<file path="src/rtl/wsd_pkg.sv">
// Shared types and constants for the window standard-deviation peak detector.
// No dependencies; the other files of the block import this package, except wsd_checker.
package wsd_pkg;

  // Sample and configuration field widths.
  localparam int unsigned SAMPLE_W = 10;
  localparam int unsigned CFG_W    = 10;
  localparam int unsigned COUNT_W  = 10;

  // Saturation value of the sample counter.
  localparam logic [COUNT_W-1:0] COUNT_MAX = 10'd1023;

  // Register reset values.
  localparam logic [CFG_W-1:0] MARGIN_RESET = 10'd50;
  localparam logic [CFG_W-1:0] WARMUP_RESET = 10'd10;

  // APB register file geometry.
  localparam int unsigned APB_AW = 3;
  localparam int unsigned APB_DW = 32;

  // Register indexes, taken from address bit 2.
  localparam logic REG_MARGIN = 1'b0;
  localparam logic REG_WARMUP = 1'b1;

  // Depth of the queue between the front and back parts.
  localparam int unsigned QDEPTH = 2;

  // Live configuration seen by the datapath.
  typedef struct packed {
    logic [CFG_W-1:0] peak_margin;
    logic [CFG_W-1:0] warmup_samples;
  } cfg_t;

endpackage

</file>
<file path="src/rtl/wsd_if.sv">
// Valid/ready channel interfaces for samples in and peak results out.
// Depends on wsd_pkg for the sample width.
interface wsd_sample_if;
  import wsd_pkg::*;

  logic                valid;
  logic                ready;
  logic [SAMPLE_W-1:0] filtered_sample;

  modport source (output valid, output filtered_sample, input ready);
  modport sink (input valid, input filtered_sample, output ready);
endinterface

interface wsd_result_if;
  logic valid;
  logic ready;
  logic peak;
  logic warmed_up;

  modport source (output valid, output peak, output warmed_up, input ready);
  modport sink (input valid, input peak, input warmed_up, output ready);
endinterface

</file>
<file path="src/rtl/window_stddev_peak_detector.sv">
// Moving-window mean/standard-deviation peak detector, top level.
// Throughput: one sample per cycle while the queue is not full; the front updates the window sums in one step.
// A result passes through the queue, the test stage and the output register, and a stalled output can hold it.
// Reset (async, active low) clears window, sums, counter and the pipeline at once;
// peak_margin resets to 50 and warmup_samples to 10. No clearing pass is needed.
// Depends on wsd_pkg, wsd_if, wsd_fifo, wsd_front and wsd_back.
module window_stddev_peak_detector #(
  parameter int unsigned WINDOW_LEN = 16
) (
  input  logic                         clk_i,
  input  logic                         rst_ni,
  wsd_sample_if.sink                   in_sample,
  wsd_result_if.source                 out_result,
  input  logic                         psel,
  input  logic                         penable,
  input  logic                         pwrite,
  input  logic [wsd_pkg::APB_AW-1:0]   paddr,
  input  logic [wsd_pkg::APB_DW-1:0]   pwdata,
  output logic [wsd_pkg::APB_DW-1:0]   prdata,
  output logic                         pready
);
  import wsd_pkg::*;

  localparam int unsigned L  = $clog2(WINDOW_LEN);
  localparam int unsigned SW = SAMPLE_W + L;
  localparam int unsigned QW = 2 * SAMPLE_W + L;
  localparam int unsigned JW = 1 + SAMPLE_W + SW + QW;

  logic [CFG_W-1:0] margin_q, warmup_q;
  logic             wr_en;
  cfg_t             cfg;
  logic             push, full, pop, q_valid;
  logic [JW-1:0]    job_in, job_out;

  // Configuration registers.
  assign pready = 1'b1;
  assign wr_en  = psel && penable && pwrite;

  always_ff @(posedge clk_i or negedge rst_ni) begin
    if (!rst_ni) begin
      margin_q <= MARGIN_RESET;
      warmup_q <= WARMUP_RESET;
    end else if (wr_en) begin
      unique case (paddr[2])
        REG_MARGIN: margin_q <= pwdata[CFG_W-1:0];
        REG_WARMUP: warmup_q <= pwdata[CFG_W-1:0];
        default: ;
      endcase
    end
  end

  always_comb begin
    unique case (paddr[2])
      REG_MARGIN: prdata = APB_DW'(margin_q);
      REG_WARMUP: prdata = APB_DW'(warmup_q);
      default:    prdata = '0;
    endcase
  end

  assign cfg.peak_margin    = margin_q;
  assign cfg.warmup_samples = warmup_q;

  wsd_front #(
    .WINDOW_LEN(WINDOW_LEN), .SW(SW), .QW(QW), .JW(JW)
  ) u_front (
    .clk_i    (clk_i),
    .rst_ni   (rst_ni),
    .cfg_i    (cfg),
    .in_sample(in_sample),
    .full_i   (full),
    .push_o   (push),
    .job_o    (job_in)
  );

  wsd_fifo #(.W(JW)) u_fifo (
    .clk_i  (clk_i),
    .rst_ni (rst_ni),
    .push_i (push),
    .data_i (job_in),
    .full_o (full),
    .pop_i  (pop),
    .valid_o(q_valid),
    .data_o (job_out)
  );

  wsd_back #(
    .WINDOW_LEN(WINDOW_LEN), .SW(SW), .QW(QW), .JW(JW)
  ) u_back (
    .clk_i     (clk_i),
    .rst_ni    (rst_ni),
    .cfg_i     (cfg),
    .valid_i   (q_valid),
    .job_i     (job_out),
    .pop_o     (pop),
    .out_result(out_result)
  );

endmodule

</file>
<file path="src/rtl/wsd_fifo.sv">
// Short queue that decouples the front part from the back part.
// Depends on wsd_pkg for its depth.
module wsd_fifo #(
  parameter int unsigned W = 8
) (
  input  logic         clk_i,
  input  logic         rst_ni,
  input  logic         push_i,
  input  logic [W-1:0] data_i,
  output logic         full_o,
  input  logic         pop_i,
  output logic         valid_o,
  output logic [W-1:0] data_o
);
  import wsd_pkg::*;

  localparam int unsigned PW = (QDEPTH > 1) ? $clog2(QDEPTH) : 1;
  localparam int unsigned CW = $clog2(QDEPTH + 1);

  logic [W-1:0]  mem_q [QDEPTH];
  logic [PW-1:0] wr_ptr_q, rd_ptr_q;
  logic [CW-1:0] cnt_q;

  assign full_o  = (cnt_q == CW'(QDEPTH));
  assign valid_o = (cnt_q != '0);
  assign data_o  = mem_q[rd_ptr_q];

  // Entry storage.
  always_ff @(posedge clk_i) begin
    if (push_i) begin
      mem_q[wr_ptr_q] <= data_i;
    end
  end

  // Pointers and fill count.
  always_ff @(posedge clk_i or negedge rst_ni) begin
    if (!rst_ni) begin
      wr_ptr_q <= '0;
      rd_ptr_q <= '0;
      cnt_q    <= '0;
    end else begin
      if (push_i) begin
        wr_ptr_q <= (wr_ptr_q == PW'(QDEPTH - 1)) ? '0 : wr_ptr_q + 1'b1;
      end
      if (pop_i) begin
        rd_ptr_q <= (rd_ptr_q == PW'(QDEPTH - 1)) ? '0 : rd_ptr_q + 1'b1;
      end
      if (push_i && !pop_i) begin
        cnt_q <= cnt_q + 1'b1;
      end else if (pop_i && !push_i) begin
        cnt_q <= cnt_q - 1'b1;
      end
    end
  end

endmodule

</file>
<file path="src/rtl/wsd_front.sv">
// Front part: accepts samples, shifts the window and updates the running sums.
// Depends on wsd_pkg and the wsd_sample_if interface.
module wsd_front #(
  parameter int unsigned WINDOW_LEN = 16,
  parameter int unsigned SW         = 14,
  parameter int unsigned QW         = 24,
  parameter int unsigned JW         = 49
) (
  input  logic                clk_i,
  input  logic                rst_ni,
  input  wsd_pkg::cfg_t       cfg_i,
  wsd_sample_if.sink          in_sample,
  input  logic                full_i,
  output logic                push_o,
  output logic [JW-1:0]       job_o
);
  import wsd_pkg::*;

  logic [SAMPLE_W-1:0]   win_q [WINDOW_LEN];
  logic [SW-1:0]         sum_q, sum_d;
  logic [QW-1:0]         sq_q, sq_d;
  logic [COUNT_W-1:0]    seen_q;
  logic [SAMPLE_W-1:0]   x, oldest;
  logic [2*SAMPLE_W-1:0] x_sq, old_sq;
  logic                  warm;
  logic                  accept;

  // A 10-bit sample never exceeds the clamp limit, so it is used as is.
  assign x      = in_sample.filtered_sample;
  assign oldest = win_q[WINDOW_LEN-1];

  assign in_sample.ready = !full_i;
  assign accept          = in_sample.valid && !full_i;

  // Running sums including the new sample; modular arithmetic stays exact.
  always_comb begin
    x_sq   = (2*SAMPLE_W)'(x) * (2*SAMPLE_W)'(x);
    old_sq = (2*SAMPLE_W)'(oldest) * (2*SAMPLE_W)'(oldest);
    sum_d  = sum_q - SW'(oldest) + SW'(x);
    sq_d   = sq_q - QW'(old_sq) + QW'(x_sq);
    warm   = (seen_q >= cfg_i.warmup_samples);
  end

  assign push_o = accept;
  assign job_o  = {warm, x, sum_d, sq_d};

  // Window shift line, sums and sample counter.
  always_ff @(posedge clk_i or negedge rst_ni) begin
    if (!rst_ni) begin
      for (int i = 0; i < WINDOW_LEN; i++) begin
        win_q[i] <= '0;
      end
      sum_q  <= '0;
      sq_q   <= '0;
      seen_q <= '0;
    end else if (accept) begin
      win_q[0] <= x;
      for (int i = 1; i < WINDOW_LEN; i++) begin
        win_q[i] <= win_q[i-1];
      end
      sum_q <= sum_d;
      sq_q  <= sq_d;
      if (seen_q != COUNT_MAX) begin
        seen_q <= seen_q + 1'b1;
      end
    end
  end

endmodule

</file>
<file path="src/rtl/wsd_back.sv">
// Back part: two-stage peak test and the output register.
// Depends on wsd_pkg and the wsd_result_if interface.
module wsd_back #(
  parameter int unsigned WINDOW_LEN = 16,
  parameter int unsigned SW         = 14,
  parameter int unsigned QW         = 24,
  parameter int unsigned JW         = 49
) (
  input  logic          clk_i,
  input  logic          rst_ni,
  input  wsd_pkg::cfg_t cfg_i,
  input  logic          valid_i,
  input  logic [JW-1:0] job_i,
  output logic          pop_o,
  wsd_result_if.source  out_result
);
  import wsd_pkg::*;

  localparam int unsigned PW = 2 * SW;

  logic                warm;
  logic [SAMPLE_W-1:0] x;
  logic [SW-1:0]       s;
  logic [QW-1:0]       q;
  logic [SW-1:0]       nx, nm;
  logic [SW:0]         d;
  logic [PW-1:0]       var_n2;

  logic                s1_valid_q, s1_warm_q;
  logic [SW:0]         s1_d_q;
  logic [PW-1:0]       s1_var_q;
  logic [SW-1:0]       s1_nm_q;

  logic                out_valid_q, out_peak_q, out_warm_q;
  logic                out_ld, s1_ld;
  logic [SW-1:0]       dmag;
  logic [PW-1:0]       dd;
  logic                peak;

  assign {warm, x, s, q} = job_i;

  // Stall chain: each stage loads when the stage after it can move.
  assign out_ld = !out_valid_q || out_result.ready;
  assign s1_ld  = !s1_valid_q || out_ld;
  assign pop_o  = valid_i && s1_ld;

  // Stage 1: N times the excess over the mean and N^2 times the variance.
  always_comb begin
    nx     = SW'(x) * SW'(WINDOW_LEN);
    nm     = SW'(cfg_i.peak_margin) * SW'(WINDOW_LEN);
    d      = {1'b0, nx} - {1'b0, s};
    var_n2 = PW'(q) * PW'(WINDOW_LEN) - PW'(s) * PW'(s);
  end

  always_ff @(posedge clk_i or negedge rst_ni) begin
    if (!rst_ni) begin
      s1_valid_q <= 1'b0;
    end else if (s1_ld) begin
      s1_valid_q <= valid_i;
    end
  end

  always_ff @(posedge clk_i) begin
    if (s1_ld) begin
      s1_warm_q <= warm;
      s1_d_q    <= d;
      s1_var_q  <= var_n2;
      s1_nm_q   <= nm;
    end
  end

  // Stage 2: square the excess and compare against variance and margin.
  always_comb begin
    dmag = s1_d_q[SW-1:0];
    dd   = PW'(dmag) * PW'(dmag);
    peak = s1_warm_q && !s1_d_q[SW] && (dmag != '0)
           && (dd > s1_var_q) && (dmag > s1_nm_q);
  end

  // Output register.
  always_ff @(posedge clk_i or negedge rst_ni) begin
    if (!rst_ni) begin
      out_valid_q <= 1'b0;
    end else if (out_ld) begin
      out_valid_q <= s1_valid_q;
    end
  end

  always_ff @(posedge clk_i) begin
    if (out_ld) begin
      out_peak_q <= peak;
      out_warm_q <= s1_warm_q;
    end
  end

  assign out_result.valid     = out_valid_q;
  assign out_result.peak      = out_peak_q;
  assign out_result.warmed_up = out_warm_q;

endmodule

</file>
<file path="src/flat_wrapper.sv">
// flat-port wrapper written by rule: the top's interface ports become plain ports
module window_stddev_peak_detector_flat import wsd_pkg::*;
#(
  parameter int unsigned WINDOW_LEN = 16
)
  (clk_i, rst_ni, psel, penable, pwrite, paddr, pwdata, prdata, pready, in_sample_valid, in_sample_filtered_sample, in_sample_ready, out_result_valid, out_result_peak, out_result_warmed_up, out_result_ready);
  wsd_sample_if in_sample_i ();
  wsd_result_if out_result_i ();
  input  logic clk_i;
  input  logic rst_ni;
  input  logic psel;
  input  logic penable;
  input  logic pwrite;
  input  logic [wsd_pkg::APB_AW-1:0] paddr;
  input  logic [wsd_pkg::APB_DW-1:0] pwdata;
  output logic [wsd_pkg::APB_DW-1:0] prdata;
  output logic pready;
  input wire logic [$bits(in_sample_i.valid)-1:0] in_sample_valid;
  input wire logic [$bits(in_sample_i.filtered_sample)-1:0] in_sample_filtered_sample;
  output wire logic [$bits(in_sample_i.ready)-1:0] in_sample_ready;
  output wire logic [$bits(out_result_i.valid)-1:0] out_result_valid;
  output wire logic [$bits(out_result_i.peak)-1:0] out_result_peak;
  output wire logic [$bits(out_result_i.warmed_up)-1:0] out_result_warmed_up;
  input wire logic [$bits(out_result_i.ready)-1:0] out_result_ready;
  assign in_sample_i.valid = in_sample_valid;
  assign in_sample_i.filtered_sample = in_sample_filtered_sample;
  assign in_sample_ready = in_sample_i.ready;
  assign out_result_valid = out_result_i.valid;
  assign out_result_peak = out_result_i.peak;
  assign out_result_warmed_up = out_result_i.warmed_up;
  assign out_result_i.ready = out_result_ready;
  window_stddev_peak_detector #(.WINDOW_LEN(WINDOW_LEN)) u_core (.clk_i(clk_i), .rst_ni(rst_ni), .in_sample(in_sample_i), .out_result(out_result_i), .psel(psel), .penable(penable), .pwrite(pwrite), .paddr(paddr), .pwdata(pwdata), .prdata(prdata), .pready(pready));
endmodule
</file>
<file path="config.mk">
export PLATFORM = sky130hd
export DESIGN_NAME = window_stddev_peak_detector_flat
export DESIGN_NICKNAME = d
export VERILOG_FILES = /design/src/rtl/wsd_pkg.sv /design/src/rtl/wsd_if.sv /design/src/rtl/window_stddev_peak_detector.sv /design/src/rtl/wsd_fifo.sv /design/src/rtl/wsd_front.sv /design/src/rtl/wsd_back.sv /design/src/flat_wrapper.sv
export SDC_FILE = /design/constraint.sdc
export NUM_CORES = 2
export LEC_CHECK = 0
export BUFFER_PORTS_ARGS = -buffer_cell sky130_fd_sc_hd__buf_4
export CAP_MARGIN = 30
export CELL_PAD_IN_SITES_DETAIL_PLACEMENT = 0
export CELL_PAD_IN_SITES_GLOBAL_PLACEMENT = 2
export CORE_AREA = 3 3 283 285
export CTS_CLUSTER_DIAMETER = 150
export DETAILED_ROUTE_END_ITERATION = 8
export DIE_AREA = 0 0 286 288
export GPL_ROUTABILITY_DRIVEN = 0
export PLACE_DENSITY_LB_ADDON = 0.1
export SLEW_MARGIN = 10
export SYNTH_ARGS = -nofsm -noshare
export SYNTH_HDL_FRONTEND = slang
export SYNTH_SLANG_ARGS = --single-unit
</file>
<file path="constraint.sdc">
create_clock -name clk_i -period 11.2 [get_ports clk_i]
set_clock_uncertainty 0.1 [all_clocks]
set_input_delay 0.56 -clock clk_i [delete_from_list [all_inputs] [get_ports clk_i]]
set_output_delay 0.56 -clock clk_i [all_outputs]
set_load 0.1 [all_outputs]
</file>
==> impl_metrics.py <==
metrics = {
    "sta": {
        "worst_pin_slew_ns": 0.997,
        "min_period_ns": 8.15,
        "rsz0062_at_grt": "false",
        "setup_viol": 0,
        "maxSlewViolCount": 0,
        "final-hold-violation-count": 19,
        "max_freq_mhz": 123,
        "tns_ns": 0,
        "fin_crit_sh_pct": 72.7,
        "slew_headroom_pct": 33.6,
        "hold-worst-slack_ns": -0.0493,
    },
    "cells_and_area": {
        "final_nets": 4516,
        "antennaDiodeCount": 0,
        "final_common_cell": "inv_1",
        "layout.cells.most_common_list": "738 x inv_1, 691 x nand2_1, 426 x fa_1",
        "final_cells": 4762,
        "drive_above_1_share_pct": 6.96,
        "syn2layout_area_growth_pct": 8.24,
        "finalInstanceArea_um2": 38800,
    },
    "logic_synthesis": {
        "ys_warn_count": 0,
        "synthDistinctLibCells": 77,
        "yosysSeqAreaShare_pct": 29.1,
        "postSynthCellCount": 3674,
        "syn_area_um2": 35800,
        "avgSynthCellArea_um2": 9.74,
        "ys.flop_type": "dfrtp_1",
        "synth_edf_count": 152,
        "ys_ff_latch": 386,
        "async_flop_share_pct": 60.6,
    },
    "worst_setup_path": {
        "cp.required_ns": 11.40,
        "reg2reg_depth": 26,
        "cp_max_fo": 13,
        "r2r-start": "u_core.u_back.s1_d_q[10]",
        "crit_type": "reg2reg",
        "start_kind": "flop",
        "cp-end-kind": "flop",
        "arrival_ns": 8.34,
        "r2r_slack_ns": 3.05,
        "rr_endpoint": "u_core.u_back.out_result.peak",
    },
    "clock_network": {
        "cts_root_buf": "clkbuf_16",
        "cts_tree": "done",
        "htreeDepth": 2,
        "ctsResizeCount": 0,
        "cts.hold.buffers_added": 0,
        "postCtsSetupBuffers": 0,
        "cts_buffers": 46,
        "cts.sinks": 386,
        "clk-insertion-delay-late_ns": 0.60,
        "clockBufferDepth": 3,
        "cts.clk_slew.worst_paths_ns": 0.06,
    },
    "global_route": {
        "grt_start_max_net_pins": 135,
        "grt_first_pass_wirelength_um": 133000,
        "grt_pass1_vias": 25700,
        "overflow": 0,
        "grt_util_all_layers_pct": 20.2,
        "antenna_found_initial": 0,
    },
    "run": {
        "drv_cap": 0,
    },
    "placement": {
        "dp_cells": 4674,
        "hpwl_um": 62200,
        "placed_cell_area_um2": 37100,
        "io_buffers": 41,
    },
    "floorplanning": {
        "chipWidth_um": 286,
        "fp.coreArea_um2": 77600,
        "die_area_um2": 82400,
        "start_util_pct": 46.1,
        "fp-row-count": 102,
        "ios": 89,
        "die_y_um": 288,
    },
    "routing": {
        "dr.pass1.iters": 5,
        "drc": 0,
        "vias_per_cell": 4.99,
        "wl_per_cell_um": 16.7,
        "postRouteAntennaNets": 0,
        "drt_iter0_markers": 1060,
        "totalWireLength_um": 79800,
        "num_vias": 23800,
    },
    "outcome": {
        "violations": "negative hold slack",
        "status": "finished with violations",
    },
    "worst_hold_path": {
        "min_path_type": "in2async",
    },
}
[synth_stat cells, types with 16 or more instances]
library cell | n | area, µm²
dfrtp_1 | 229 | 5730
nor2_1 | 133 | 499
xor2_1 | 40 | 350
a21o_1 | 71 | 533
a31oi_1 | 16 | 100
inv_1 | 738 | 2770
nor2b_1 | 20 | 125
xnor2_1 | 85 | 744
fa_1 | 426 | 8530
nor3_1 | 21 | 105
mux2i_1 | 27 | 270
nand2_1 | 692 | 2600
buf_4 | 23 | 173
and2_1 | 55 | 344
a21oi_1 | 87 | 435
ha_1 | 354 | 4430
clkbuf_1 | 91 | 342
o21ai_0 | 79 | 395
mux2_2 | 71 | 800
nand3_1 | 26 | 130
edfxtp_1 | 152 | 4560
nand4_1 | 23 | 144
[stage by stage]
stage / worst slack (ns) / utilization (%)
after detailed placement: 3.01 / 47.9
after CTS: 2.97 / 49.9
after global placement: 3.16 / 47.9
final: 3.05 / 49.9
after global routing: 2.49 / 49.9
after floorplan: 3.91 / -
[area by class of cell]
class                           count  area, µm²
Tap cell                         1040       1300
Multi-Input combinational cell   2434      22100
Clock buffer                       52       1200
Sequential cell                   386      10400
Timing Repair Buffer               69        578
Inverter                          747       2810
Clock inverter                     34        344
Fill cell                        7323      38800
[critical path: stages, from the launching register on]
cell	delay, ns
edfxtp_1	0.79
inv_1	0.27
nor2_1	0.29
inv_1	0.09
fa_1	0.49
inv_1	0.06
fa_1	0.53
inv_1	0.05
fa_1	0.47
inv_1	0.05
fa_1	0.50
fa_1	0.43
ha_1	0.29
ha_1	0.34
and2_0	0.29
and3_1	0.25
a21boi_0	0.12
a31oi_1	0.24
nand2_1	0.26
or4_1	0.56
nand3_1	0.12
ha_1	0.16
nand4_1	0.12
or4_1	0.58
o21ai_0	0.18
a211oi_1	0.07
o21a_1	0.14
[routing by layer]
layer | GRT usage (%) | vias to the layer above | routed length [µm]
li1 | - | 11500 | -
met1 | 26.5 | 11900 | 35700
met2 | 35.3 | 269 | 39600
met3 | 2.39 | 123 | 2260
met4 | 5.60 | 0 | 2210
met5 | 0 | - | 0
[state kept, by name (all words and copies together) (netlist names), 2 cells and up]
signal                  count
u_core.u_front.sq_q        24
u_core.u_front.seen_q      10
u_core.warmup_q            10
u_core.margin_q            10
u_core.u_back.s1_d_q       14
u_core.u_front.oldest      10
u_core.u_back.s1_var_q     27
u_core.u_front.win_q      150
u_core.u_fifo.cnt_q         2
u_core.u_fifo.mem_q        98
u_core.u_back.s1_nm_q      10
u_core.u_front.sum_q       14
[kinds of logic after synthesis]
group	Yosys count	share of synthesized area, %
AO/OA/AOI/OAI	369	6.77
XOR/XNOR	125	3.06
adder cells (fa/ha/maj)	780	36.2
buffers and inverters	875	9.46
flip-flops	386	29.1
multiplexers	100	3.07
other	2	0.0210
AND/OR/NAND/NOR	1037	12.3
[how the worst max path moves through the flow]
stage / from / end / cells past startpoint
final: u_core.u_back.s1_d_q[10] / u_core.u_back.out_result.peak / 26
after CTS: u_core.u_back.s1_d_q[10] / u_core.u_back.out_result.peak / 26
after detailed placement: u_core.u_back.s1_d_q[6] / u_core.u_back.out_result.peak / 27
after global routing: u_core.u_back.s1_d_q[4] / u_core.u_back.out_result.peak / 26
after floorplan: u_core.u_back.s1_d_q[3] / u_core.u_back.out_result.peak / 26
after global placement: u_core.u_back.s1_d_q[6] / u_core.u_back.out_result.peak / 27
Power is not shown: default switching activity piles up to over one toggle a cycle in this logic, so the estimate is an artifact.
